==> src/hdl/brms_pkg.sv <==
// Shared types and constants for the bilinear resize engine.
package brms_pkg;

  localparam int DIM_W       = 9;
  localparam int DEN_W       = DIM_W + 1;
  localparam int CFG_IDX_W   = 2;
  localparam int PIX_W       = 8;
  localparam int HALF_W      = 10;
  localparam int HSUM_SHIFT  = 4;
  localparam int VPROD_SHIFT = 16;

  localparam logic [DIM_W-1:0] SRC_WIDTH_RST  = 9'd96;
  localparam logic [DIM_W-1:0] SRC_HEIGHT_RST = 9'd112;
  localparam logic [DIM_W-1:0] DST_WIDTH_RST  = 9'd96;
  localparam logic [DIM_W-1:0] DST_HEIGHT_RST = 9'd112;

  typedef enum logic [CFG_IDX_W-1:0] {
    CFG_SRC_WIDTH,
    CFG_SRC_HEIGHT,
    CFG_DST_WIDTH,
    CFG_DST_HEIGHT
  } cfg_idx_t;

  typedef enum logic {
    OP_LOAD    = 1'b0,
    OP_COMPUTE = 1'b1
  } op_t;

  typedef enum logic [3:0] {
    ST_IDLE,
    ST_START,
    ST_DIV,
    ST_WGT,
    ST_READ,
    ST_DRAIN,
    ST_HMUL0,
    ST_VMUL0,
    ST_HMUL1,
    ST_VMUL1,
    ST_OUT
  } state_t;

  typedef struct packed {
    op_t              opcode;
    logic [7:0]       col;
    logic [7:0]       row;
    logic [PIX_W-1:0] red;
    logic [PIX_W-1:0] green;
    logic [PIX_W-1:0] blue;
  } in_item_t;

  typedef struct packed {
    logic [HALF_W-1:0] plane0_half;
    logic [HALF_W-1:0] plane1_half;
    logic [HALF_W-1:0] plane2_half;
  } out_item_t;

  typedef struct packed {
    logic       capture;
    logic       div_start;
    logic       wgt_load;
    logic       rd_en;
    logic [1:0] rd_sel;
    logic       h_en;
    logic       v_en;
    logic       row_sel;
    logic       out_load;
  } cmd_t;

  typedef struct packed {
    logic div_done;
  } sts_t;

endpackage

==> src/hdl/brms_ctrl.sv <==
// Sequencer for the resize engine: handshakes, step order and output slot.
module brms_ctrl
  import brms_pkg::*;
(
  input  logic clk,
  input  logic rst_n,
  input  logic in_valid,
  input  op_t  in_opcode,
  output logic in_ready,
  output logic out_valid,
  input  logic out_ready,
  input  sts_t sts,
  output cmd_t cmd
);

  state_t     state_r, state_nxt;
  logic [1:0] rd_cnt_r, rd_cnt_nxt;
  logic       out_valid_r, out_valid_nxt;
  logic       out_free;

  assign out_free = !out_valid_r || out_ready;

  // next state
  always_comb begin
    state_nxt = state_r;
    unique case (state_r)
      ST_IDLE: begin
        if (in_valid && in_opcode == OP_COMPUTE) begin
          state_nxt = ST_START;
        end
      end
      ST_START: state_nxt = ST_DIV;
      ST_DIV: begin
        if (sts.div_done) begin
          state_nxt = ST_WGT;
        end
      end
      ST_WGT: state_nxt = ST_READ;
      ST_READ: begin
        if (rd_cnt_r == 2'd3) begin
          state_nxt = ST_DRAIN;
        end
      end
      ST_DRAIN: state_nxt = ST_HMUL0;
      ST_HMUL0: state_nxt = ST_VMUL0;
      ST_VMUL0: state_nxt = ST_HMUL1;
      ST_HMUL1: state_nxt = ST_VMUL1;
      ST_VMUL1: state_nxt = ST_OUT;
      ST_OUT: begin
        if (out_free) begin
          state_nxt = ST_IDLE;
        end
      end
      default: state_nxt = ST_IDLE;
    endcase
  end

  // outputs
  always_comb begin
    cmd           = '0;
    in_ready      = 1'b0;
    rd_cnt_nxt    = '0;
    unique case (state_r)
      ST_IDLE: begin
        in_ready    = 1'b1;
        cmd.capture = in_valid;
      end
      ST_START: cmd.div_start = 1'b1;
      ST_DIV:   ;
      ST_WGT:   cmd.wgt_load = 1'b1;
      ST_READ: begin
        cmd.rd_en  = 1'b1;
        cmd.rd_sel = rd_cnt_r;
        rd_cnt_nxt = rd_cnt_r + 1'b1;
      end
      ST_DRAIN: ;
      ST_HMUL0: cmd.h_en = 1'b1;
      ST_VMUL0: cmd.v_en = 1'b1;
      ST_HMUL1: begin
        cmd.h_en    = 1'b1;
        cmd.row_sel = 1'b1;
      end
      ST_VMUL1: begin
        cmd.v_en    = 1'b1;
        cmd.row_sel = 1'b1;
      end
      ST_OUT:   cmd.out_load = out_free;
      default:  ;
    endcase
  end

  always_comb begin
    if (cmd.out_load) begin
      out_valid_nxt = 1'b1;
    end else if (out_ready) begin
      out_valid_nxt = 1'b0;
    end else begin
      out_valid_nxt = out_valid_r;
    end
  end

  always_ff @(posedge clk) begin
    if (!rst_n) begin
      state_r     <= ST_IDLE;
      rd_cnt_r    <= '0;
      out_valid_r <= 1'b0;
    end else begin
      state_r     <= state_nxt;
      rd_cnt_r    <= rd_cnt_nxt;
      out_valid_r <= out_valid_nxt;
    end
  end

  assign out_valid = out_valid_r;

  // never overwrite a result that has not been taken
  a_out_slot_free: assert property (@(posedge clk) disable iff (!rst_n)
    cmd.out_load |-> (!out_valid_r || out_ready))
    else $error("result register loaded while occupied");

  a_compute_starts: assert property (@(posedge clk) disable iff (!rst_n)
    (in_valid && in_ready && in_opcode == OP_COMPUTE) |=> state_r == ST_START)
    else $error("compute transaction did not start the divider");

  a_div_to_wgt: assert property (@(posedge clk) disable iff (!rst_n)
    (state_r == ST_DIV && sts.div_done) |=> state_r == ST_WGT)
    else $error("divider finish not followed by weight load");

  a_result_from_out: assert property (@(posedge clk) disable iff (!rst_n)
    $rose(out_valid_r) |-> $past(state_r) == ST_OUT)
    else $error("result raised outside the output step");

endmodule

==> config.mk <==
export PLATFORM = sky130hd
export DESIGN_NAME = brms_ctrl
export DESIGN_NICKNAME = d
export VERILOG_FILES = /design/src/hdl/brms_pkg.sv /design/src/hdl/brms_ctrl.sv
export SDC_FILE = /design/constraint.sdc
export NUM_CORES = 1
export LEC_CHECK = 0
export BUFFER_PORTS_ARGS = -buffer_cell sky130_fd_sc_hd__buf_4
export CELL_PAD_IN_SITES_DETAIL_PLACEMENT = 1
export CELL_PAD_IN_SITES_GLOBAL_PLACEMENT = 2
export CORE_MARGIN = 2
export CORE_UTILIZATION = 22
export DETAILED_ROUTE_END_ITERATION = 6
export PLACE_DENSITY_LB_ADDON = 0.1
export SKIP_CTS_REPAIR_TIMING = 1
export SLEW_MARGIN = 10
export SYNTH_ARGS = -nofsm -noshare
export SYNTH_HDL_FRONTEND = slang
export SYNTH_SLANG_ARGS = --single-unit
==> constraint.sdc <==
create_clock -name clk -period 1.14 [get_ports clk]
set_input_delay 0.114 -clock clk [delete_from_list [all_inputs] [get_ports clk]]
set_output_delay 0.114 -clock clk [all_outputs]
set_load 0.005 [all_outputs]
==> out/qor.txt <==
Tightest Pin Transition: 0.275 ns
max_cap viols: 0
Flop pwr share: 37.7%
reg2reg setup slack: -0.19 ns
Logic pwr share: 31.7%
worst reg2reg path depth: 3
CTS Sinks: 7
Synth Cell Area: 445 µm²
largest net degree at the start of global routing: 12
HP Class: in -> reg
most frequent cells in the layout: 23 x buf_4, 7 x buf_6, 4 x nor2_1, 4 x dfxtp_4
Switching Fraction: 28.5%
Primary FF master, synth: dfxtp_1
Final WS setup: -0.333 ns
Worst R2R End: state_r[3]
drt total wl: 1.48 mm
failing checks: negative setup slack
Vias: 503
Synth warnings: 0
final instance area: 856 µm²
Synth Register Bits: 7
Tot GR Track Use: 11.6%
clk buf depth: 2
element type at the critical path end: primary output
Cell Int Power: 0.000519 W
core area: 0.00194 mm²
Final period util: 129%
post-synthesis cell count: 54
number of distinct library cells after synthesis: 29
P&R area growth vs syn: 92.1%
Net Sw Power: 0.000207 W
Die Y: 49.0 µm
share of flip-flops with an asynchronous set or reset: 0%
worst-path cell chain: nor4b_4, buf_4, and2_4, buf_6
CP startpoint kind: register
Hold Path End: rd_cnt_r[0]
DP HPWL: 1.00 mm
Skew-Pair Late Insertion Delay: 0.25 ns
clk root buf: clkbuf_4
DRT iter0 DRCs: 6
first-pass GRT wire length: 2.09 mm
Max Slew Vio Count: 0
clock power share: 30.7%
worst reg2reg path startpoint: state_r[1]
IO Pins: 18
setup_tns: -2.84 ns
CP peak stage delay: 0.37 ns
VDD IR max: 528 µV
Initial Util: 22.9%
DR vias/cell: 4.53
slowest CP cell: dfxtp_4
P per Cell Area: 848 mW/mm²
relative slew slack: 81.5%
Worst EP arrival: 1.36 ns
nets: 92
Synth Net Count: 61
most common cell after layout, fill and taps aside: buf_4
DR WL/cell: 13.4 µm
Final setup viols: 15
Final ANT Viol Nets: 0
initial antenna violation count: 0
Critical Path RT: 1.03 ns
critical setup path kind: reg -> out
Buffers on Ports: 17
vias in the first global route: 482
Die W: 49.0 µm
FP Rows: 16
Final Hold Fails: 0
Num CTS Buffers: 3
fin crit period: 1.47 ns
RSZ-0062 raised after global routing: yes
Synth Area per Inst: 8.25 µm²
diode count: 0
status: complete, but fails checks
filler cell count: 240
GP Congestion: 0.692
Lkg Pwr: 0.377 nW
Clock transition at path regs: 0.06 ns
TritonCTS clock tree: yes
part of the Yosys area used for sequential elements: 31.5%
Placement Cell Area: 672 µm²
drc violations: 0
Max Freq: 679 MHz
area of the die: 0.00240 mm²
hold-critical path depth: 3
DRT Pass-1 Iters: 3
GRT Residual Overflow: 0
Hold Crit Start: rst_n
EDFF count, synth: 0
worst hold margin: 0.0914 ns
Layout Skew: 0.00768 ns
H-tree depth: 1
worst-path maximum fanout: 4
final core occ: 44.1%
share of cells above drive strength 1: 67.9%
worst max-delay path, delay by kind of cell (launching register included):
family / cells / cell delay [ns]
buffers and inverters: 2 / 0.27
flip-flops: 1 / 0.37
AND/OR/NAND/NOR: 2 / 0.46
power groups by stage:
stage | sequential, W | combinational [W] | clock (W)
2_1_floorplan | 0.000268 | 0.0000811 | 0
3_3_place_gp | 0.000270 | 0.000169 | 0
3_5_place_dp | 0.000271 | 0.000171 | 0
4_1_cts | 0.000266 | 0.000171 | 0.000237
5_1_grt | 0.000274 | 0.000248 | 0.000254
6_report | 0.000273 | 0.000230 | 0.000223
synth_stat cells, drive strengths merged, types with 2 or more instances:
cell,count,area share (%)
dfxtp,7,31
a21oi,4,4.5
nor2,4,3.4
nor2b,4,5.6
nor3,4,4.5
and2,3,4.2
buf,3,3.7
nand2,3,2.5
clkbuf,2,1.7
inv,2,1.7
nor4,2,2.8
nor4b,2,5.3
cell families after synthesis:
kind of cell | count (synthesis) | synth area share [%]
AOI/OAI and AO/OA | 9 | 14.9
xor gates and xnor gates | 1 | 1.97
adders and majority gates | 1 | 2.81
buffers and inverters | 7 | 7.02
DFF | 7 | 31.5
muxes | 1 | 2.25
and+or+nand+nor | 28 | 39.6
registers in the layout, indices dropped and copies added (netlist names):
| register | cells |
|---|---|
| state_r | 4 |
| out_valid | 1 |
| rd_cnt_r | 2 |
worst max path at each step:
stage                 end       start  depth (start not counted)
2_1_floorplan  state_r[0]  state_r[0]                          3
3_3_place_gp   state_r[3]  state_r[3]                          4
3_5_place_dp   state_r[3]  state_r[3]                          4
4_1_cts            cmd[9]  state_r[0]                          4
5_1_grt            cmd[4]  state_r[1]                          4
6_report           cmd[4]  state_r[1]                          4
per-stage QoR:
stage | power [W] | cells | setup slack (ns)
floorplan | 0.000349 | 54 | -0.0234
global placement | 0.000439 | 104 | -0.138
detailed placement | 0.000442 | 104 | -0.125
CTS | 0.000674 | 108 | -0.386
global route | 0.000776 | 111 | -0.390
finish | 0.000726 | 111 | -0.333
cell type report:
cell class / count / area [µm²] / area share [%]
multi-input cells: 40 / 363 / 42.4
repair buffers: 31 / 267 / 31.1
clock buffers: 3 / 22.5 / 2.63
inverters: 2 / 7.51 / 0.877
clock inverters: 1 / 5.00 / 0.585
flip-flops and latches: 7 / 158 / 18.4
well taps: 27 / 33.8 / 3.95
per-layer routing:
layer	GRT usage [%]	vias to the layer above	wire, µm
li1	-	254	-
met1	13.1	241	639
met2	19.4	8	789
met3	5.52	0	56
met4	2.86	0	0
met5	0	-	0
Note: power is estimated with default switching activity, not from simulation.
